`src/design/tev_pkg.sv`:
```
package tev_pkg;

    localparam int NUM_OFFSETS = 12;
    localparam int NUM_EVENTS  = 2 * NUM_OFFSETS;
    localparam int EVT_IDX_W   = $clog2(NUM_EVENTS);
    localparam int QUEUE_DEPTH = 2;
    localparam int QPTR_W      = $clog2(QUEUE_DEPTH);
    localparam int QCNT_W      = $clog2(QUEUE_DEPTH + 1);
    localparam int APB_ADDR_W  = 6;
    localparam int APB_DATA_W  = 64;

    localparam logic [11:0] DEFAULT_NOMINAL = 12'h0a95;
    localparam logic [15:0] OVERRIDE_UNSET  = 16'hFFFF;
    localparam logic [47:0] THRESHOLD_RESET = 48'hFFFFFF000000;
    localparam logic [11:0] MASK12          = 12'h0fff;
    localparam logic [8:0]  NOMINAL_UNSPEC  = 9'd256;

    localparam logic DIR_ASSERT   = 1'b0;
    localparam logic DIR_DEASSERT = 1'b1;

    typedef enum logic [1:0] {
        KIND_READING = 2'd0,
        KIND_UNAVAIL = 2'd1,
        KIND_REARM   = 2'd2
    } kind_t;

    typedef enum logic [2:0] {
        REG_THRESHOLD_LEVELS  = 3'd0,
        REG_HYSTERESIS_LEVELS = 3'd1,
        REG_SUPPORTED_ASSERT  = 3'd2,
        REG_SUPPORTED_DEASSERT = 3'd3,
        REG_ENABLED_ASSERT    = 3'd4,
        REG_ENABLED_DEASSERT  = 3'd5,
        REG_NOMINAL_OVERRIDE  = 3'd6,
        REG_NOMINAL_READING   = 3'd7
    } reg_idx_t;

    typedef struct packed {
        logic [47:0] threshold_levels;
        logic [15:0] hysteresis_levels;
        logic [11:0] supported_assert_mask;
        logic [11:0] supported_deassert_mask;
        logic [11:0] enabled_assert_mask;
        logic [11:0] enabled_deassert_mask;
        logic [15:0] nominal_override;
        logic [8:0]  nominal_reading;
    } cfg_t;

    typedef struct packed {
        logic [11:0] as_hit;
        logic [11:0] de_hit;
    } cmp_t;

    typedef struct packed {
        logic [7:0]            reading;
        logic [NUM_EVENTS-1:0] events;
        logic [11:0]           asserted;
        logic [11:0]           context_mask;
    } work_t;

    typedef struct packed {
        logic        is_event;
        logic        direction;
        logic [3:0]  event_offset;
        logic [7:0]  event_reading;
        logic [7:0]  event_threshold;
        logic [11:0] asserted_out;
        logic [11:0] context_out;
        logic        last;
    } result_t;

endpackage

```
`src/design/tev_if.sv`:
```
interface tev_in_if;
    logic        valid;
    logic        ready;
    logic [1:0]  kind;
    logic [7:0]  reading;
    logic [11:0] context_in;
    logic [11:0] forced_asserts;
    logic [11:0] forced_deasserts;

    modport source (
        output valid, kind, reading, context_in, forced_asserts, forced_deasserts,
        input  ready
    );
    modport sink (
        input  valid, kind, reading, context_in, forced_asserts, forced_deasserts,
        output ready
    );
endinterface

interface tev_out_if;
    logic        valid;
    logic        ready;
    logic        is_event;
    logic        direction;
    logic [3:0]  event_offset;
    logic [7:0]  event_reading;
    logic [7:0]  event_threshold;
    logic [11:0] asserted_out;
    logic [11:0] context_out;
    logic        last;

    modport source (
        output valid, is_event, direction, event_offset, event_reading,
               event_threshold, asserted_out, context_out, last,
        input  ready
    );
    modport sink (
        input  valid, is_event, direction, event_offset, event_reading,
               event_threshold, asserted_out, context_out, last,
        output ready
    );
endinterface

```
`src/design/tev_regs.sv`:
```
module tev_regs
    import tev_pkg::*;
(
    input  logic                  clk,
    input  logic                  rst_n,
    input  logic                  psel,
    input  logic                  penable,
    input  logic                  pwrite,
    input  logic [APB_ADDR_W-1:0] paddr,
    input  logic [APB_DATA_W-1:0] pwdata,
    output logic [APB_DATA_W-1:0] prdata,
    output logic                  pready,
    output cfg_t                  cfg
);

    cfg_t     cfg_reg;
    cfg_t     cfg_next;
    reg_idx_t idx;
    logic     wr_en;

    assign pready = 1'b1;
    assign wr_en  = psel & penable & pwrite & pready;
    assign idx    = reg_idx_t'(paddr[APB_ADDR_W-1:3]);
    assign cfg    = cfg_reg;

    always_comb
    begin
        cfg_next = cfg_reg;
        if (wr_en)
        begin
            unique case (idx)
                REG_THRESHOLD_LEVELS:   cfg_next.threshold_levels = pwdata[47:0];
                REG_HYSTERESIS_LEVELS:  cfg_next.hysteresis_levels = pwdata[15:0];
                REG_SUPPORTED_ASSERT:   cfg_next.supported_assert_mask = pwdata[11:0];
                REG_SUPPORTED_DEASSERT: cfg_next.supported_deassert_mask = pwdata[11:0];
                REG_ENABLED_ASSERT:     cfg_next.enabled_assert_mask = pwdata[11:0];
                REG_ENABLED_DEASSERT:   cfg_next.enabled_deassert_mask = pwdata[11:0];
                REG_NOMINAL_OVERRIDE:   cfg_next.nominal_override = pwdata[15:0];
                REG_NOMINAL_READING:    cfg_next.nominal_reading = pwdata[8:0];
                default:                cfg_next = cfg_reg;
            endcase
        end
    end

    always_comb
    begin
        unique case (idx)
            REG_THRESHOLD_LEVELS:   prdata = {16'd0, cfg_reg.threshold_levels};
            REG_HYSTERESIS_LEVELS:  prdata = {48'd0, cfg_reg.hysteresis_levels};
            REG_SUPPORTED_ASSERT:   prdata = {52'd0, cfg_reg.supported_assert_mask};
            REG_SUPPORTED_DEASSERT: prdata = {52'd0, cfg_reg.supported_deassert_mask};
            REG_ENABLED_ASSERT:     prdata = {52'd0, cfg_reg.enabled_assert_mask};
            REG_ENABLED_DEASSERT:   prdata = {52'd0, cfg_reg.enabled_deassert_mask};
            REG_NOMINAL_OVERRIDE:   prdata = {48'd0, cfg_reg.nominal_override};
            REG_NOMINAL_READING:    prdata = {55'd0, cfg_reg.nominal_reading};
            default:                prdata = '0;
        endcase
    end

    always_ff @(posedge clk or negedge rst_n)
    begin
        if (!rst_n)
        begin
            cfg_reg.threshold_levels        <= THRESHOLD_RESET;
            cfg_reg.hysteresis_levels       <= 16'd0;
            cfg_reg.supported_assert_mask   <= MASK12;
            cfg_reg.supported_deassert_mask <= MASK12;
            cfg_reg.enabled_assert_mask     <= MASK12;
            cfg_reg.enabled_deassert_mask   <= MASK12;
            cfg_reg.nominal_override        <= OVERRIDE_UNSET;
            cfg_reg.nominal_reading         <= NOMINAL_UNSPEC;
        end
        else
        begin
            cfg_reg <= cfg_next;
        end
    end

endmodule

```
`src/design/tev_front.sv`:
```
module tev_front
    import tev_pkg::*;
(
    input  logic     clk,
    input  logic     rst_n,
    input  cfg_t     cfg,
    tev_in_if.sink   in_ch,
    output logic     push_valid,
    input  logic     push_ready,
    output work_t    push_data
);

    logic [11:0] asserted_reg;
    logic [11:0] asserted_next;
    logic [11:0] context_reg;
    logic [11:0] context_next;

    logic [11:0] nominal;
    logic [11:0] nomz;
    logic [11:0] st0;
    logic [11:0] blips;
    logic [11:0] fa;
    logic [11:0] fd;
    logic [11:0] as_new;
    logic [11:0] de_new;
    logic [11:0] st_new;
    logic [11:0] as_ev;
    logic [11:0] de_ev;
    logic [NUM_EVENTS-1:0] events;
    cmp_t        nom_cmp;
    cmp_t        rd_cmp;
    logic        accept;

    function automatic cmp_t compare_all(
        input logic [7:0]  val,
        input logic [47:0] thr_levels,
        input logic [15:0] hyst
    );
        cmp_t       r;
        logic [7:0] thr;
        r = '0;
        for (int b = 0; b < NUM_OFFSETS; b++)
        begin
            thr = thr_levels[8*(b/2) +: 8];
            if ((b % 2) == 1)
            begin
                r.as_hit[b] = (val >= thr);
                r.de_hit[b] = (({1'b0, val} + {1'b0, hyst[15:8]}) < {1'b0, thr});
            end
            else
            begin
                r.as_hit[b] = (val <= thr);
                r.de_hit[b] = ({1'b0, val} > ({1'b0, thr} + {1'b0, hyst[7:0]}));
            end
        end
        return r;
    endfunction

    assign in_ch.ready = push_ready;
    assign push_valid  = in_ch.valid;
    assign accept      = in_ch.valid & push_ready;

    always_comb
    begin
        nom_cmp = compare_all(cfg.nominal_reading[7:0], cfg.threshold_levels,
                              cfg.hysteresis_levels);
        rd_cmp  = compare_all(in_ch.reading, cfg.threshold_levels, cfg.hysteresis_levels);

        if (cfg.nominal_override != OVERRIDE_UNSET)
            nominal = cfg.nominal_override[11:0];
        else if (!cfg.nominal_reading[8])
            nominal = nom_cmp.as_hit;
        else
            nominal = DEFAULT_NOMINAL;

        nomz = (context_reg ^ in_ch.context_in) | ~in_ch.context_in;
        if (context_reg != in_ch.context_in)
            st0 = (asserted_reg & ~nomz) | (nomz & nominal);
        else
            st0 = asserted_reg;

        blips  = in_ch.forced_asserts & in_ch.forced_deasserts;
        fa     = in_ch.forced_asserts & (blips | ~st0);
        fd     = in_ch.forced_deasserts & (blips | st0);
        as_new = rd_cmp.as_hit & ~st0 & in_ch.context_in;
        de_new = rd_cmp.de_hit & st0 & in_ch.context_in;
        st_new = (st0 | as_new) & ~de_new;

        de_ev = (de_new | fd) & cfg.supported_deassert_mask & cfg.enabled_deassert_mask
                & in_ch.context_in;
        as_ev = (as_new | fa) & cfg.supported_assert_mask & cfg.enabled_assert_mask
                & in_ch.context_in;

        // deassertion before assertion within each offset
        for (int b = 0; b < NUM_OFFSETS; b++)
        begin
            events[2*b]     = de_ev[b];
            events[2*b + 1] = as_ev[b];
        end
    end

    always_comb
    begin
        asserted_next = asserted_reg;
        context_next  = context_reg;
        push_data.events = '0;
        case (in_ch.kind)
            KIND_READING:
            begin
                asserted_next    = st_new;
                context_next     = in_ch.context_in;
                push_data.events = events;
            end
            KIND_UNAVAIL:
            begin
                context_next = '0;
            end
            KIND_REARM:
            begin
                asserted_next = '0;
                context_next  = '0;
            end
            default:
            begin
                asserted_next = asserted_reg;
            end
        endcase
        push_data.reading      = in_ch.reading;
        push_data.asserted     = asserted_next;
        push_data.context_mask = context_next;
    end

    always_ff @(posedge clk or negedge rst_n)
    begin
        if (!rst_n)
        begin
            asserted_reg <= '0;
            context_reg  <= '0;
        end
        else if (accept)
        begin
            asserted_reg <= asserted_next;
            context_reg  <= context_next;
        end
    end

endmodule

```
`src/design/tev_queue.sv`:
```
module tev_queue
    import tev_pkg::*;
(
    input  logic  clk,
    input  logic  rst_n,
    input  logic  push_valid,
    output logic  push_ready,
    input  work_t push_data,
    output logic  pop_valid,
    input  logic  pop,
    output work_t pop_data
);

    work_t             mem [QUEUE_DEPTH];
    logic [QPTR_W-1:0] wr_ptr_reg;
    logic [QPTR_W-1:0] wr_ptr_next;
    logic [QPTR_W-1:0] rd_ptr_reg;
    logic [QPTR_W-1:0] rd_ptr_next;
    logic [QCNT_W-1:0] count_reg;
    logic [QCNT_W-1:0] count_next;
    logic              do_push;
    logic              do_pop;

    assign push_ready = (count_reg != QCNT_W'(QUEUE_DEPTH));
    assign pop_valid  = (count_reg != '0);
    assign do_push    = push_valid & push_ready;
    assign do_pop     = pop & pop_valid;
    assign pop_data   = mem[rd_ptr_reg];

    always_comb
    begin
        wr_ptr_next = wr_ptr_reg;
        rd_ptr_next = rd_ptr_reg;
        count_next  = count_reg;
        if (do_push)
            wr_ptr_next = (wr_ptr_reg == QPTR_W'(QUEUE_DEPTH - 1)) ? '0 : wr_ptr_reg + 1'b1;
        if (do_pop)
            rd_ptr_next = (rd_ptr_reg == QPTR_W'(QUEUE_DEPTH - 1)) ? '0 : rd_ptr_reg + 1'b1;
        if (do_push && !do_pop)
            count_next = count_reg + 1'b1;
        else if (do_pop && !do_push)
            count_next = count_reg - 1'b1;
    end

    always_ff @(posedge clk)
    begin
        if (do_push)
            mem[wr_ptr_reg] <= push_data;
    end

    always_ff @(posedge clk or negedge rst_n)
    begin
        if (!rst_n)
        begin
            wr_ptr_reg <= '0;
            rd_ptr_reg <= '0;
            count_reg  <= '0;
        end
        else
        begin
            wr_ptr_reg <= wr_ptr_next;
            rd_ptr_reg <= rd_ptr_next;
            count_reg  <= count_next;
        end
    end

endmodule

```
`src/design/tev_back.sv`:
```
module tev_back
    import tev_pkg::*;
(
    input  logic        clk,
    input  logic        rst_n,
    input  logic [47:0] threshold_levels,
    input  logic        head_valid,
    input  work_t       head,
    output logic        pop,
    tev_out_if.source   out_ch
);

    logic [NUM_EVENTS-1:0] served_reg;
    logic [NUM_EVENTS-1:0] served_next;
    logic                  out_valid_reg;
    logic                  out_valid_next;
    result_t               out_reg;
    result_t               out_next;

    logic [NUM_EVENTS-1:0] remain;
    logic                  has_evt;
    logic [EVT_IDX_W-1:0]  idx;
    logic                  load;

    assign remain  = head.events & ~served_reg;
    assign has_evt = |remain;
    assign load    = head_valid & (~out_valid_reg | out_ch.ready);
    assign pop     = load & ~has_evt;

    // lowest pending event first
    always_comb
    begin
        idx = '0;
        for (int i = NUM_EVENTS - 1; i >= 0; i--)
        begin
            if (remain[i])
                idx = EVT_IDX_W'(i);
        end
    end

    always_comb
    begin
        out_next    = '0;
        served_next = served_reg;
        if (has_evt)
        begin
            out_next.is_event        = 1'b1;
            out_next.direction       = idx[0] ? DIR_ASSERT : DIR_DEASSERT;
            out_next.event_offset    = idx[EVT_IDX_W-1:1];
            out_next.event_reading   = head.reading;
            out_next.event_threshold = threshold_levels[{idx[EVT_IDX_W-1:2], 3'b000} +: 8];
            if (load)
                served_next = served_reg | (NUM_EVENTS'(1) << idx);
        end
        else
        begin
            out_next.asserted_out = head.asserted;
            out_next.context_out  = head.context_mask;
            out_next.last         = 1'b1;
            if (load)
                served_next = '0;
        end

        if (load)
            out_valid_next = 1'b1;
        else if (out_ch.ready)
            out_valid_next = 1'b0;
        else
            out_valid_next = out_valid_reg;
    end

    always_ff @(posedge clk)
    begin
        if (load)
            out_reg <= out_next;
    end

    always_ff @(posedge clk or negedge rst_n)
    begin
        if (!rst_n)
        begin
            served_reg    <= '0;
            out_valid_reg <= 1'b0;
        end
        else
        begin
            served_reg    <= served_next;
            out_valid_reg <= out_valid_next;
        end
    end

    assign out_ch.valid           = out_valid_reg;
    assign out_ch.is_event        = out_reg.is_event;
    assign out_ch.direction       = out_reg.direction;
    assign out_ch.event_offset    = out_reg.event_offset;
    assign out_ch.event_reading   = out_reg.event_reading;
    assign out_ch.event_threshold = out_reg.event_threshold;
    assign out_ch.asserted_out    = out_reg.asserted_out;
    assign out_ch.context_out     = out_reg.context_out;
    assign out_ch.last            = out_reg.last;

endmodule

```
`src/design/threshold_event_generator.sv`:
```
// channel   dir  handshake          payload
// in_ch     in   valid/ready        kind reading context_in forced_asserts forced_deasserts
// out_ch    out  valid/ready        is_event direction event_offset event_reading
//                                   event_threshold asserted_out context_out last
// apb       in   psel/penable, pready=1   paddr[5:3] selects register, 64-bit data
//
// an item is classified in the cycle it is accepted and queued (two entries)
// the back end sends one result per cycle unless out_ch stalls: n events then the status
// for each item, with n at most 24, found by the serial event scan in the back end
// input accepts while the queue has room, even when the output is stalled
// rst_n clears state, queue and output valid asynchronously
module threshold_event_generator
    import tev_pkg::*;
(
    input  logic                  clk,
    input  logic                  rst_n,
    input  logic                  psel,
    input  logic                  penable,
    input  logic                  pwrite,
    input  logic [APB_ADDR_W-1:0] paddr,
    input  logic [APB_DATA_W-1:0] pwdata,
    output logic [APB_DATA_W-1:0] prdata,
    output logic                  pready,
    tev_in_if.sink                in_ch,
    tev_out_if.source             out_ch
);

    cfg_t  cfg;
    logic  push_valid;
    logic  push_ready;
    work_t push_data;
    logic  head_valid;
    work_t head;
    logic  pop;

    tev_regs u_regs (
        .clk     (clk),
        .rst_n   (rst_n),
        .psel    (psel),
        .penable (penable),
        .pwrite  (pwrite),
        .paddr   (paddr),
        .pwdata  (pwdata),
        .prdata  (prdata),
        .pready  (pready),
        .cfg     (cfg)
    );

    tev_front u_front (
        .clk        (clk),
        .rst_n      (rst_n),
        .cfg        (cfg),
        .in_ch      (in_ch),
        .push_valid (push_valid),
        .push_ready (push_ready),
        .push_data  (push_data)
    );

    tev_queue u_queue (
        .clk        (clk),
        .rst_n      (rst_n),
        .push_valid (push_valid),
        .push_ready (push_ready),
        .push_data  (push_data),
        .pop_valid  (head_valid),
        .pop        (pop),
        .pop_data   (head)
    );

    tev_back u_back (
        .clk              (clk),
        .rst_n            (rst_n),
        .threshold_levels (cfg.threshold_levels),
        .head_valid       (head_valid),
        .head             (head),
        .pop              (pop),
        .out_ch           (out_ch)
    );

endmodule

```
`src/flat_wrapper.sv`:
```
// flat-port wrapper written by rule: the top's interface ports become plain ports
module threshold_event_generator_flat import tev_pkg::*;
  (clk, rst_n, psel, penable, pwrite, paddr, pwdata, prdata, pready, in_ch_valid, in_ch_kind, in_ch_reading, in_ch_context_in, in_ch_forced_asserts, in_ch_forced_deasserts, in_ch_ready, out_ch_valid, out_ch_is_event, out_ch_direction, out_ch_event_offset, out_ch_event_reading, out_ch_event_threshold, out_ch_asserted_out, out_ch_context_out, out_ch_last, out_ch_ready);
  tev_in_if in_ch_i ();
  tev_out_if out_ch_i ();
  input  logic clk;
  input  logic rst_n;
  input  logic psel;
  input  logic penable;
  input  logic pwrite;
  input  logic [APB_ADDR_W-1:0] paddr;
  input  logic [APB_DATA_W-1:0] pwdata;
  output logic [APB_DATA_W-1:0] prdata;
  output logic pready;
  input wire logic [$bits(in_ch_i.valid)-1:0] in_ch_valid;
  input wire logic [$bits(in_ch_i.kind)-1:0] in_ch_kind;
  input wire logic [$bits(in_ch_i.reading)-1:0] in_ch_reading;
  input wire logic [$bits(in_ch_i.context_in)-1:0] in_ch_context_in;
  input wire logic [$bits(in_ch_i.forced_asserts)-1:0] in_ch_forced_asserts;
  input wire logic [$bits(in_ch_i.forced_deasserts)-1:0] in_ch_forced_deasserts;
  output wire logic [$bits(in_ch_i.ready)-1:0] in_ch_ready;
  output wire logic [$bits(out_ch_i.valid)-1:0] out_ch_valid;
  output wire logic [$bits(out_ch_i.is_event)-1:0] out_ch_is_event;
  output wire logic [$bits(out_ch_i.direction)-1:0] out_ch_direction;
  output wire logic [$bits(out_ch_i.event_offset)-1:0] out_ch_event_offset;
  output wire logic [$bits(out_ch_i.event_reading)-1:0] out_ch_event_reading;
  output wire logic [$bits(out_ch_i.event_threshold)-1:0] out_ch_event_threshold;
  output wire logic [$bits(out_ch_i.asserted_out)-1:0] out_ch_asserted_out;
  output wire logic [$bits(out_ch_i.context_out)-1:0] out_ch_context_out;
  output wire logic [$bits(out_ch_i.last)-1:0] out_ch_last;
  input wire logic [$bits(out_ch_i.ready)-1:0] out_ch_ready;
  assign in_ch_i.valid = in_ch_valid;
  assign in_ch_i.kind = in_ch_kind;
  assign in_ch_i.reading = in_ch_reading;
  assign in_ch_i.context_in = in_ch_context_in;
  assign in_ch_i.forced_asserts = in_ch_forced_asserts;
  assign in_ch_i.forced_deasserts = in_ch_forced_deasserts;
  assign in_ch_ready = in_ch_i.ready;
  assign out_ch_valid = out_ch_i.valid;
  assign out_ch_is_event = out_ch_i.is_event;
  assign out_ch_direction = out_ch_i.direction;
  assign out_ch_event_offset = out_ch_i.event_offset;
  assign out_ch_event_reading = out_ch_i.event_reading;
  assign out_ch_event_threshold = out_ch_i.event_threshold;
  assign out_ch_asserted_out = out_ch_i.asserted_out;
  assign out_ch_context_out = out_ch_i.context_out;
  assign out_ch_last = out_ch_i.last;
  assign out_ch_i.ready = out_ch_ready;
  threshold_event_generator u_core (.clk(clk), .rst_n(rst_n), .psel(psel), .penable(penable), .pwrite(pwrite), .paddr(paddr), .pwdata(pwdata), .prdata(prdata), .pready(pready), .in_ch(in_ch_i), .out_ch(out_ch_i));
endmodule
```
`config.mk`:
```
export PLATFORM = sky130hd
export DESIGN_NAME = threshold_event_generator_flat
export DESIGN_NICKNAME = d
export VERILOG_FILES = /design/src/design/tev_pkg.sv /design/src/design/tev_if.sv /design/src/design/tev_regs.sv /design/src/design/tev_front.sv /design/src/design/tev_queue.sv /design/src/design/tev_back.sv /design/src/design/threshold_event_generator.sv /design/src/flat_wrapper.sv
export SDC_FILE = /design/constraint.sdc
export NUM_CORES = 1
export LEC_CHECK = 0
export BUFFER_PORTS_ARGS = -buffer_cell sky130_fd_sc_hd__buf_2
export CAP_MARGIN = 20
export CELL_PAD_IN_SITES_DETAIL_PLACEMENT = 1
export CELL_PAD_IN_SITES_GLOBAL_PLACEMENT = 1
export CORE_MARGIN = 2
export CORE_UTILIZATION = 35
export DETAILED_ROUTE_END_ITERATION = 10
export GPL_ROUTABILITY_DRIVEN = 0
export PLACE_DENSITY_LB_ADDON = 0.1
export RECOVER_POWER = 50
export SLEW_MARGIN = 10
export SYNTH_ARGS = -nofsm -noshare
export SYNTH_HDL_FRONTEND = slang
export SYNTH_SLANG_ARGS = --single-unit
```
`constraint.sdc`:
```
create_clock -name clk -period 5.05 [get_ports clk]
set_input_delay 1.01 -clock clk [delete_from_list [all_inputs] [get_ports clk]]
set_output_delay 1.01 -clock clk [all_outputs]
set_load 0.05 [all_outputs]
```
## Word level (Yosys, flattened, before mapping)

Memories as Yosys holds them, arrays and structs flattened.
Cells that the tools add are included.

| storage, ports and cells | value |
|---|---|
| register bits | 237 |
| RAM bits | 112 |
| input port bits | 123 |
| output and inout port bits | 114 |
| logic and storage cells | 189 |
| memories | 1 |

Memories:

| memory | depth | bits a word | rd ports | clocked after Yosys merged registers in | write ports | RTL line | text |
|---|---|---|---|---|---|---|---|
| u_core.u_queue.mem | 2 | 56 | 1 | 0 | 1 | tev_queue.sv:14 | `work_t mem [QUEUE_DEPTH];` |

| operators by class | value |
|---|---|
| add/sub/neg operators | 11 |
| magnitude comparators | 36 |
| eq/ne operators | 12 |
| shift operators | 2 |
| multiplexer cells | 45 |
| bitwise logic cells | 40 |
| reduce and logical (&&, ||, !) cells | 19 |

Operators with widths:

| kind | number |
|---|---|
| 64-bit one-hot mux with 8 select lines | 1 |
| 12-bit bitwise AND | 16 |
| 5-bit two-way mux | 24 |
| 8-bit >= comparator | 12 |
| 8-bit <= comparator | 12 |
| 24-bit two-way mux | 4 |
| 12-bit OR | 7 |
| 8-bit by 8-bit adder with 9-bit output | 7 |
| 8-bit by 9-bit > comparator with 1-bit output | 6 |
| 9-bit by 8-bit < comparator with 1-bit output | 6 |
| 12-bit NOT | 4 |
| 12-bit one-hot mux with 2 select lines | 2 |
| 48-bit by 7-bit variable part select with 8-bit output | 1 |
| 12-bit two-way mux | 3 |
| 24-bit bitwise AND | 1 |
| 24-bit NOT | 1 |
| 24-bit OR | 1 |
| 24-bit OR reduction | 1 |
| 1-bit by 5-bit << shifter with 24-bit output (first input constant) | 1 |
| 22-bit two-way mux | 1 |
| 16-bit != test (second input constant) | 1 |
| 2-bit AND reduction | 8 |
| 3-bit == test (second input constant) | 4 |
| 12-bit != test | 1 |
| 20 further kinds | 40 |

## Depth between registers and ports, before layout

Gate-level depths: netlist of run 1.

| logic depth | value |
|---|---|
| depth after elaboration | 30 |
| gate-level depth with buffers | 15 |
| depth with buffers taken out | 15 |

## Modules after synthesis

A second synthesis of run 1 with hierarchy kept.

| second synthesis, totals | value |
|---|---|
| cells, all modules | 2088 |
| area total of the unflattened synthesis | 23318.6 um^2 |

By module, submodules not included:

| module | instances | cells each | area an instance (um^2) | seq. area each (um^2) |
|---|---|---|---|---|
| tev_front | 1 | 1113 | 8871.0 | 600.6 |
| tev_regs | 1 | 482 | 6568.8 | 3539.6 |
| tev_queue | 1 | 192 | 4355.4 | 3463.3 |
| tev_back | 1 | 301 | 3523.4 | 2037.0 |

## Worst setup path after synthesis of run 1

No wires, ideal clock.

| timing | value |
|---|---|
| path type | input to output |
| from | input port paddr[3] |
| to | output port prdata[12] |
| arrival time | 3.318 ns |
| data required time | 4.040 ns |
| setup slack | 0.722 ns |
| cell stages on the path | 5 |
| path buffers | 3 |
| path through | clkbuf_1 buf_1 buf_1 mux2i_1 o21ai_0 |

| on the way | value |
|---|---|
| cells in the longest elaborated chain, start to end | 2 |
| elaborated cells on any way between the ends | 9 |
| classes of those cells | eq/ne (7); mux (1); reduce/logical (1) |

Ends and longest elaborated chain:

| what | RTL line | text |
|---|---|---|
| start: declaration | flat_wrapper.sv:11 | `input logic [APB_ADDR_W-1:0] paddr;` |
| 3-bit == test, or another cell as far along | tev_regs.sv:47 | `unique case (idx)` |
| 64-bit one-hot mux with 8 select lines * | tev_regs.sv:47 |  |
| end: declaration | flat_wrapper.sv:13 | `output logic [APB_DATA_W-1:0] prdata;` |

Every way passes the cells marked *; elsewhere a longest branch is shown, timed or not. The select of a mux whose other input is x is not followed.

## Worst setup path in the final report of run 1

| timing | value |
|---|---|
| from | input port paddr[4] |
| to | output port prdata[6] |

Same word-level chain as after synthesis.

==> out/metrics.cfg, run 1 <==
[sta]
finalHoldViolations = 0
clock_skew_ns = 0.0202
relSlewSlack = -1.17
max_freq_mhz = 212
slew_viol_final = 313
finalSetupViolCount = 0
rsz0062_at_grt = no
setup_tns_ns = 0
tightest_slew_ns = 3.26
post-route-period-util = 0.936
finalCriticalPeriod_ns = 4.72

[global_routing]
grt_usage = 0.277
met2_usage = 0.460
antenna_found_initial = 3
grt-ovfl-total = 0
use_met1 = 0.363
use_met3 = 0.0368
grt_busiest_layer = met2
grt_pass1_wl_mm = 134
grt_max_degree = 88
grt_pass1_vias = 19700

[logic_synthesis]
syn_inst = 2136
ys_types = 91
yosys_most_used_dff = edfxtp_1
synth-edff-count = 159
yosys.area.top_type = edfxtp_1
syn_area_um2 = 22600
syn_area_per_cell_um2 = 10.6
async_reset_ff_frac = 0.544
synth_area_leaders = edfxtp_1, ha_1, dfrtp_1
ys_ff_latch = 349
synth_top_area_frac = 0.212
seq_area_frac_synth = 0.427
ys_warn_count = 0

[power_and_ir_drop]
peakVddDrop_mv = 0.275
p_leak_nw = 11.3
powerDensity_nw_per_um2 = 547
p_total_mw = 14.2

[setup_path]
startpoint_type = input port
end_kind = output pin
startpoint = paddr[4]
r2r-start = u_core.u_regs.cfg[74]
critPathArrivalTime_ns = 3.71
worstPathRequired_ns = 4.04
cp_max_fo = 14
setup.worst_path.class = input port to output pin

[layout]
stdcell_area_um2 = 26100
drive_gt1_frac = 0.205
multiInputGateArea_um2 = 12200
antenna-diode-count = 0
largest_register_ffs = 137
regArea_um2 = 9640
final_util = 0.407
area_delta_synth_final_pct = 15.5
nets = 2765
n_fill_cell = 7156
stdcell_count = 3270

[cts]
clk_latency_ns = 0.60
post-cts-setup-buffer-count = 0
cts_inserted_buffers = 43
clock-sinks = 349
htreeDepth = 2
clockBufferDepth = 3
cts_resized = 0
cts-root-buf = clkbuf_16
cts_hold_buf = 0
cts_tree = built
path_clk_slew_ns = 0.06

[worst_hold_path]
hold_class = input port to asynchronous set/reset pin

[floorplanning]
std_cell_rows = 93
dieArea_um2 = 66500
die_w_um = 258
core_region_area_um2 = 64100
die_h_um = 258
initial_core_util = 0.352
io_pins = 237

[route]
drc = 0
via_per_inst = 5.72
wl_per_cell_um = 28.3
drtPass1Iterations = 7
ant_nets = 0
wirelength_mm = 92.5
vias = 18700
drt-initial-drc-count = 1238

[placement]
dp_cells = 3190
placed_area_um2 = 24900
dp_hpwl_mm = 71.1
port_buffers = 200

[flow_run]
drv_cap = 7

[run_status]
outcome = finished, violations left
violations = max-capacitance violations, max-slew violations

[final cells by class]
class	count	share of cell area
inverter	103	0.0150
clock buffer	53	0.0431
sequential	349	0.370
clock inverter	27	0.00970
timing repair buffer	266	0.0534
tap	855	0.0410
multi-input combinational	1617	0.468
[worst paths after layout]
| path | end | slack (ns) | depth (start not counted) |
|---|---|---|---|
| setup / recovery | prdata[6] | 0.33 | 8 |
| hold / removal | u_core.u_regs.cfg[106] | 0.47 | 1 |
| setup reg to reg | u_core.u_queue.mem[1][22] | 0.67 | 15 |
| hold reg to reg | u_core.u_back.served_reg[1] | 0.50 | 2 |
| max in group asynchronous | u_core.u_regs.cfg[101] | 0.92 | 2 |
| min in group clk | u_core.u_back.served_reg[1] | 0.50 | 2 |
[synthesized netlist by cell type (all sizes together), types with 5 or more instances]
cell     number
ha          255
nor2        151
fa            7
xnor2        28
o21a         16
nand4        56
a21o         39
mux4          7
or2          12
mux2i        87
nand3        26
o21bai       11
inv         102
nand2       198
and3         14
a211oi       21
nand3b        5
buf          36
or3           6
a21boi        5
a311oi        7
xor2         15
nand2b       19
clkbuf       46
a221oi       12
nor3         12
nor2b        21
a22o         31
mux2         99
o211ai       16
a21oi       127
edfxtp      159
o21ai       165
a31oi        14
dfrtp       101
dfstp        89
nor4         10
o221ai        6
and2         12
o22ai        14
o2111ai       9
o31ai        14
[through the flow]
| stage | worst slack, ns | hold WS [ns] |
|---|---|---|
| final | 0.325 | 0.470 |
| after detailed placement | 0.479 | 0.496 |
| after floorplan | 0.722 | 0.455 |
| after CTS | 0.728 | 0.502 |
| after global placement | 0.516 | 0.486 |
| after global routing | 0.283 | 0.506 |
[kinds of logic (layout without fill, tap and decap cells)]
logic type / Yosys count / in the layout / synth area share
xor+xnor: 43 / 43 / 0.0167
compound gates: 541 / 541 / 0.155
fa+ha+maj: 262 / 262 / 0.148
flops: 349 / 349 / 0.427
buf+inv: 185 / 449 / 0.0363
mux: 193 / 193 / 0.0963
simple gates: 561 / 561 / 0.120
other cells: 2 / 17 / 0.000333
[layer usage]
metal,vias up,part of all wire
met3,172,0.045
met1,9617,0.44
met2,503,0.47
met5,-,0
met4,0,0.043
li1,8416,-
[critical path, stage by stage]
cell       delay [ns]
clkbuf_1         0.19
clkbuf_1         0.46
nor2_1           0.20
clkbuf_1         0.56
a221oi_1         0.23
nor2_1           0.14
a2bb2oi_1        0.53
buf_2            0.38
[placed cells by master (no fill, tap or decap), types with 15 or more instances in the layout]
cell type / count
a211oi_1: 17
a21o_1: 39
a21oi_1: 127
a22o_1: 31
buf_2: 140
buf_4: 49
clkbuf_1: 82
clkbuf_16: 43
conb_1: 17
dfrtp_1: 100
dfstp_2: 89
edfxtp_1: 159
ha_1: 255
inv_1: 99
mux2_2: 97
mux2i_1: 85
nand2_1: 196
nand2b_1: 19
nand3_1: 25
nand4_1: 55
nor2_1: 149
nor2b_1: 21
o211ai_1: 16
o21a_1: 16
o21ai_0: 152
xnor2_1: 28
xor2_1: 15
[report_power, final]
part	internal, mW	switching, mW
combinational	2.27	4.19
clock	1.75	1.34
sequential	3.99	0.713
total	8.01	6.24
No activity file was read; power rests on OpenSTA's default activity.
==> inputs of run 2 (changes only) <==
--- a/config.mk
+++ b/config.mk
@@ -13,6 +13,7 @@
 export CORE_UTILIZATION = 35
 export DETAILED_ROUTE_END_ITERATION = 10
 export GPL_ROUTABILITY_DRIVEN = 0
+export GPL_TIMING_DRIVEN = 0
 export PLACE_DENSITY_LB_ADDON = 0.1
 export RECOVER_POWER = 50
 export SLEW_MARGIN = 10
==> run 2 against run 1 <==
First-iteration DRC count is 4.9% higher. Register-to-register slack lost 0.40 ns. Sequential share of layout area barely moved. The run still ends with max-capacitance violations, max-slew violations left. Cell count increased by 0.61%. Total power decreased by 0.38%. Clock skew is 0.0018 ns higher. Critical path type is now input port to flip-flop. Non-clock buffer count rose by 23. Largest cell class unchanged. Cell area about the same.
==> out/metrics.cfg, run 2 (synthesis gave the netlist of run 1 again) <==
[floorplanning]
die_w_um = 258  ; unchanged
core_region_area_um2 = 64100  ; unchanged
std_cell_rows = 93  ; unchanged
initial_core_util = 0.352  ; unchanged
dieArea_um2 = 66500  ; unchanged
die_h_um = 258  ; unchanged
io_pins = 237  ; unchanged

[route]
ant_nets = 0  ; unchanged
wl_met2_mm = 45.0  ; +3.3%
drt-initial-drc-count = 1299  ; +4.9%
wirelength_mm = 94.5  ; +2.1%
drtPass1Iterations = 5  ; -2
wl_per_cell_um = 28.7  ; +1.5%
met1_length_mm = 40.4  ; -1.2%
wl_met3_mm = 4.81  ; +16%
drc = 0  ; unchanged
vias = 18800  ; +0.63%
dr.max_layer_used = met4
via_per_inst = 5.72  ; about the same

[layout]
final_cell_mix = ha_1, nand2_1, edfxtp_1
area_delta_synth_final_pct = 15.6  ; about the same
drive_gt1_frac = 0.199  ; -0.00662
final_common_cell = ha_1
regArea_um2 = 9640  ; about the same
largest_register_ffs = 137  ; unchanged
n_fill_cell = 7146  ; -0.14%
multiInputGateArea_um2 = 12200  ; -0.15%
stdcell_area_um2 = 26100  ; about the same
antenna-diode-count = 0  ; unchanged
nets = 2787  ; +0.80%

[cts]
path_clk_slew_ns = 0.06  ; about the same
cts_hold_buf = 0  ; unchanged
clockBufferDepth = 3  ; unchanged
cts_tree = built
htreeDepth = 2  ; unchanged
cts-root-buf = clkbuf_16
cts_inserted_buffers = 42  ; -2.3%
clock-sinks = 349  ; unchanged
clk_latency_ns = 0.58  ; -0.02 ns

[global_routing]
antenna_found_initial = 3  ; unchanged
grt-ovfl-total = 0  ; unchanged
grt_pass1_vias = 19900  ; +1.1%
grt_usage = 0.282  ; +0.00556
grt_max_degree = 101  ; +15%
grt_pass1_wl_mm = 137  ; +1.6%

[placement]
post-place-ws_ns = -0.432  ; -0.911 ns
port_buffers = 198  ; -1.0%
dp_hpwl_mm = 72.8  ; +2.3%
placed_area_um2 = 24900  ; about the same

[sta]
relSlewSlack = -0.800  ; +0.374
finalHoldViolations = 0  ; unchanged
tightest_slew_ns = 2.70  ; -0.561 ns
setup_ws_ns = 0.0602  ; -0.265 ns
max_freq_mhz = 200  ; -5.3%
rsz0062_at_grt = no
slew_viol_final = 139  ; -56%
finalCriticalPeriod_ns = 4.99  ; +0.265 ns
finalSetupViolCount = 0  ; unchanged
post-route-period-util = 0.988  ; +0.0525
clock_skew_ns = 0.0219  ; +0.00179 ns

[power_and_ir_drop]
powerDensity_nw_per_um2 = 544  ; -0.42%
sequentialPowerShare = 0.333  ; +0.003
peakVddDrop_mv = 0.451  ; +64%
comb_power_share = 0.455  ; +0.002
swShare = 0.440  ; +0.00212
p_leak_nw = 11.3  ; -0.19%
p_int_mw = 7.95  ; -0.76%
p_clk_frac = 0.212  ; -0.005
p_sw_mw = 6.25  ; +0.10%

[setup_path]
critPathArrivalTime_ns = 5.28  ; +1.57 ns
r2r_setup_slack_ns = 0.27  ; -0.40 ns
r2r-start = u_core.u_regs.cfg[73]
worstPathRequired_ns = 5.34  ; +1.30 ns
cp_max_fo = 15  ; +1
end_kind = flip-flop
startpoint_type = input port
timing.rr.end = u_core.u_queue.mem[1][22]
setup.worst_path.class = input port to flip-flop
startpoint = in_ch_reading[6]
rr_worst_depth = 14  ; -1

[run_status]
outcome = finished, violations left
violations = max-capacitance violations, max-slew violations

[flow_run]
drv_cap = 3  ; -4

[worst_hold_path]
hp-start = u_core.u_back.served_reg[1]
hold_path_end = u_core.u_back.served_reg[1]
hold_path_depth = 2
hold_class = flip-flop to flip-flop

==> run 2: layout make-up <==
| cell class | count | area share |
|---|---|---|
| Timing Repair Buffer | 207 | 0.0387 |
| Inverter | 103 | 0.0150 |
| Multi-Input combinational cell | 1617 | 0.467 |
| Buffer | 82 | 0.0164 |
| Sequential cell | 349 | 0.370 |
| Clock buffer | 54 | 0.0440 |
| Clock inverter | 23 | 0.00825 |
| Tap cell | 855 | 0.0410 |
==> run 2: critical path, stage by stage <==
cell and delay, ns:
clkbuf_1 1.03, ha_1 0.46, xnor2_1 0.94, ha_1 0.35
a211oi_1 0.06, o21a_1 0.11, o2111ai_1 0.64, nand2_1 0.12
o211ai_1 0.56
==> run 2: how the worst max path moves through the flow <==
stage | endpoint | slack [ns] | cells past startpoint
final | u_core.u_queue.mem[1][21] | 0.06 | 9
after global routing | u_core.u_queue.count_reg[1] | 0.08 | 11
after CTS | u_core.u_queue.mem[1][22] | 0.06 | 14
after detailed placement | u_core.u_queue.mem[1][21] | -0.43 | 13
after global placement | u_core.u_queue.mem[0][42] | -1.23 | 9
after floorplan | prdata[12] | 0.72 | 5
==> run 2: power by group through the flow <==
stage          sequential, mW  combinational, mW  clock, mW
2_1_floorplan            4.89               3.96          0
3_3_place_gp             4.75               6.16          0
3_5_place_dp             4.73               6.49          0
4_1_cts                  4.69               6.53       3.08
5_1_grt                  4.79               7.07       3.19
6_report                 4.72               6.46       3.01
==> run 2: per-stage QoR <==
step / hold slack, ns / total power, mW / instances / setup TNS (ns) / utilization
finish: 0.495 / 14.2 / 3290 / 0 / 0.407
CTS: 0.463 / 14.3 / 3289 / 0 / 0.409
floorplan: 0.455 / 8.85 / 2151 / 0 / -
detailed placement: 0.487 / 11.2 / 3212 / -5.02 / 0.388
global placement: 0.486 / 10.9 / 3204 / -189.69 / 0.385
global route: 0.542 / 15.0 / 3290 / 0 / 0.407
==> run 2: what timing repair did <==
item | 4_1_cts | 5_1_grt
buffers inserted | 0 | 0
endpoints found under the setup margin | 3 | 8
gates resized for setup | 1 | 2
cloned | 0 | 0
==> run 2: metal layers <==
layer / vias up / track usage
met5: - / 0
met4: 0 / 0.118
met3: 164 / 0.0387
met2: 562 / 0.471
met1: 9626 / 0.367
li1: 8473 / -
==> inputs of run 3 (changes only) <==
--- a/config.mk
+++ b/config.mk
@@ -9,7 +9,7 @@
 export CAP_MARGIN = 20
 export CELL_PAD_IN_SITES_DETAIL_PLACEMENT = 1
 export CELL_PAD_IN_SITES_GLOBAL_PLACEMENT = 1
-export CORE_MARGIN = 2
+export CORE_MARGIN = 10
 export CORE_UTILIZATION = 35
 export DETAILED_ROUTE_END_ITERATION = 10
 export GPL_ROUTABILITY_DRIVEN = 0
==> run 3 against run 2 <==
The flow still finishes with violations (max-capacitance violations, max-slew violations). Wire length up 2.0%. Combinational power increased by 0.9%. Register-to-register slack lost 0.07 ns. Die area is 13% higher. First-iteration DRC count grew 2.1%.
==> out/metrics.cfg, run 3 (synthesis gave the netlist of run 1 again) <==
[run_status]
outcome = finished, violations left
violations = max-capacitance violations, max-slew violations

[setup_path]
rr_worst_depth = 14  ; unchanged
end_kind = flip-flop
worstPathRequired_ns = 5.36  ; +0.02 ns
timing.rr.end = u_core.u_queue.mem[1][22]
setup.worst_path.class = flip-flop to flip-flop
r2r-start = u_core.u_regs.cfg[73]
critPathArrivalTime_ns = 5.16  ; -0.12 ns
startpoint_type = flip-flop
r2r_setup_slack_ns = 0.20  ; -0.07 ns
cp_max_fo = 7  ; -8

[floorplanning]
core_region_area_um2 = 64100  ; unchanged
initial_core_util = 0.352  ; unchanged
die_h_um = 274  ; +6.2%
dieArea_um2 = 75000  ; +13%
die_w_um = 274  ; +6.2%
std_cell_rows = 93  ; unchanged
io_pins = 237  ; unchanged

[cts]
clock-sinks = 349  ; unchanged
htreeDepth = 2  ; unchanged
post-cts-setup-buffer-count = 0  ; unchanged
cts-root-buf = clkbuf_16
cts_inserted_buffers = 42  ; unchanged
clk_latency_ns = 0.60  ; +0.02 ns
path_clk_slew_ns = 0.06  ; about the same
clockBufferDepth = 3  ; unchanged
cts_tree = built

[sta]
relSlewSlack = -0.762  ; +0.0381
tightest_slew_ns = 2.64  ; -0.0571 ns
setup_tns_ns = 0  ; unchanged
slew_viol_final = 236  ; +70%
finalHoldViolations = 0  ; unchanged
finalCriticalPeriod_ns = 4.85  ; -0.140 ns
post-route-period-util = 0.960  ; -0.0276
setup_ws_ns = 0.200  ; +0.140 ns
finalSetupViolCount = 0  ; unchanged
clock_skew_ns = 0.0214  ; -0.000502 ns
max_freq_mhz = 206  ; +2.9%
rsz0062_at_grt = no

[placement]
dp_cells = 3213  ; +0.031%
dp_hpwl_mm = 74.8  ; +2.8%
port_buffers = 198  ; unchanged
post-place-ws_ns = -0.435  ; -0.00279 ns

[global_routing]
antenna_found_initial = 4  ; +1
grt_max_degree = 97  ; -4.0%
grt_usage = 0.253  ; -0.0287
grt-ovfl-total = 0  ; unchanged
grt_pass1_vias = 20200  ; +1.3%
grt_pass1_wl_mm = 139  ; +1.9%

[layout]
antenna-diode-count = 0  ; unchanged
area_delta_synth_final_pct = 15.9
drive_gt1_frac = 0.199  ; -0.000245
nets = 2790  ; +0.11%
final_cell_mix = ha_1, nand2_1, edfxtp_1
final_common_cell = ha_1
n_fill_cell = 7176  ; +0.42%
largest_register_ffs = 137  ; unchanged
stdcell_count = 3293  ; +0.091%

[route]
drtPass1Iterations = 6  ; +1
wl_per_cell_um = 29.3  ; +1.9%
via_per_inst = 5.75  ; +0.43%
vias = 18900  ; +0.52%
drt-initial-drc-count = 1326  ; +2.1%
wirelength_mm = 96.4  ; +2.0%
drc = 0  ; unchanged
ant_nets = 0  ; unchanged

[power_and_ir_drop]
p_sw_mw = 6.28  ; +0.48%
peakVddDrop_mv = 0.225  ; -50%
powerDensity_nw_per_um2 = 547  ; +0.54%
p_int_mw = 8.03  ; +1.1%
comb_power_share = 0.456  ; about the same
p_clk_frac = 0.215  ; +0.003
swShare = 0.439  ; -0.00141
sequentialPowerShare = 0.329  ; -0.004
p_leak_nw = 11.3  ; +0.31%

[worst_hold_path]
hold_path_depth = 2  ; unchanged
hold_path_end = u_core.u_back.served_reg[1]
hp-start = u_core.u_back.served_reg[1]
hold_class = flip-flop to flip-flop

[flow_run]
drv_cap = 5  ; +2

==> run 3: worst max-delay path by stage <==
stage,startpoint,endpoint,cells after the start
final,u_core.u_regs.cfg[73],u_core.u_queue.mem[1][22],14
after global routing,u_core.u_regs.cfg[73],u_core.u_queue.mem[1][22],14
after CTS,u_core.u_regs.cfg[74],u_core.u_queue.mem[1][22],14
after detailed placement,in_ch_reading[1],u_core.u_queue.mem[0][23],14
after global placement,in_ch_reading[2],u_core.u_queue.mem[0][42],9
after floorplan,paddr[3],prdata[12],5
==> run 3: final cells by class <==
class | instances | area, um^2 | share of cell area
Tap cell | 855 | 1070 | 0.0409
Sequential cell | 349 | 9640 | 0.369
Clock inverter | 24 | 268 | 0.0102
Multi-Input combinational cell | 1617 | 12200 | 0.465
Clock buffer | 53 | 1110 | 0.0425
Timing Repair Buffer | 210 | 1070 | 0.0409
Inverter | 103 | 392 | 0.0150
Buffer | 82 | 428 | 0.0164
==> run 3: layer usage <==
| metal | track usage | part of all wire | up-vias |
|---|---|---|---|
| met5 | 0 | 0.00029 | - |
| met4 | 0.104 | 0.045 | 4 |
| met3 | 0.0356 | 0.050 | 171 |
| met2 | 0.428 | 0.48 | 531 |
| met1 | 0.321 | 0.43 | 9756 |
| li1 | - | - | 8461 |
==> run 3: power groups by stage <==
stage	clock network, mW	registers [mW]	logic (mW)
2_1_floorplan	0	4.89	3.96
3_3_place_gp	0	4.76	6.17
3_5_place_dp	0	4.74	6.52
4_1_cts	3.14	4.69	6.56
5_1_grt	3.25	4.77	7.14
6_report	3.08	4.71	6.52
==> run 3: stage by stage <==
stage | hold WS (ns) | utilization | instance area, um^2 | power [mW]
floorplan | 0.455 | - | 22600 | 8.85
CTS | 0.426 | 0.410 | 26300 | 14.4
finish | 0.501 | 0.408 | 26100 | 14.3
global route | 0.531 | 0.408 | 26100 | 15.2
global placement | 0.483 | 0.385 | 24700 | 10.9
detailed placement | 0.492 | 0.388 | 24900 | 11.3
==> run 3: repair_timing <==
action | CTS | global route
hold buffers | 0 | 0
resized for setup | 1 | 0
endpoints found under the setup margin | 1 | 0
==> run 3: worst max-delay path, stage by stage, from the launching register on <==
cell     delay [ns]
dfrtp_1        0.67
ha_1           0.40
fa_1           0.41
a21oi_1        0.17
o21ai_0        0.14
o21a_1         0.20
nor2_1         0.11
xor2_1         0.21
ha_1           0.26
and2_0         0.19
nand4_1        0.10
o21ai_0        0.07
nor3_1         0.83
mux2i_1        0.39
a22o_1         0.39
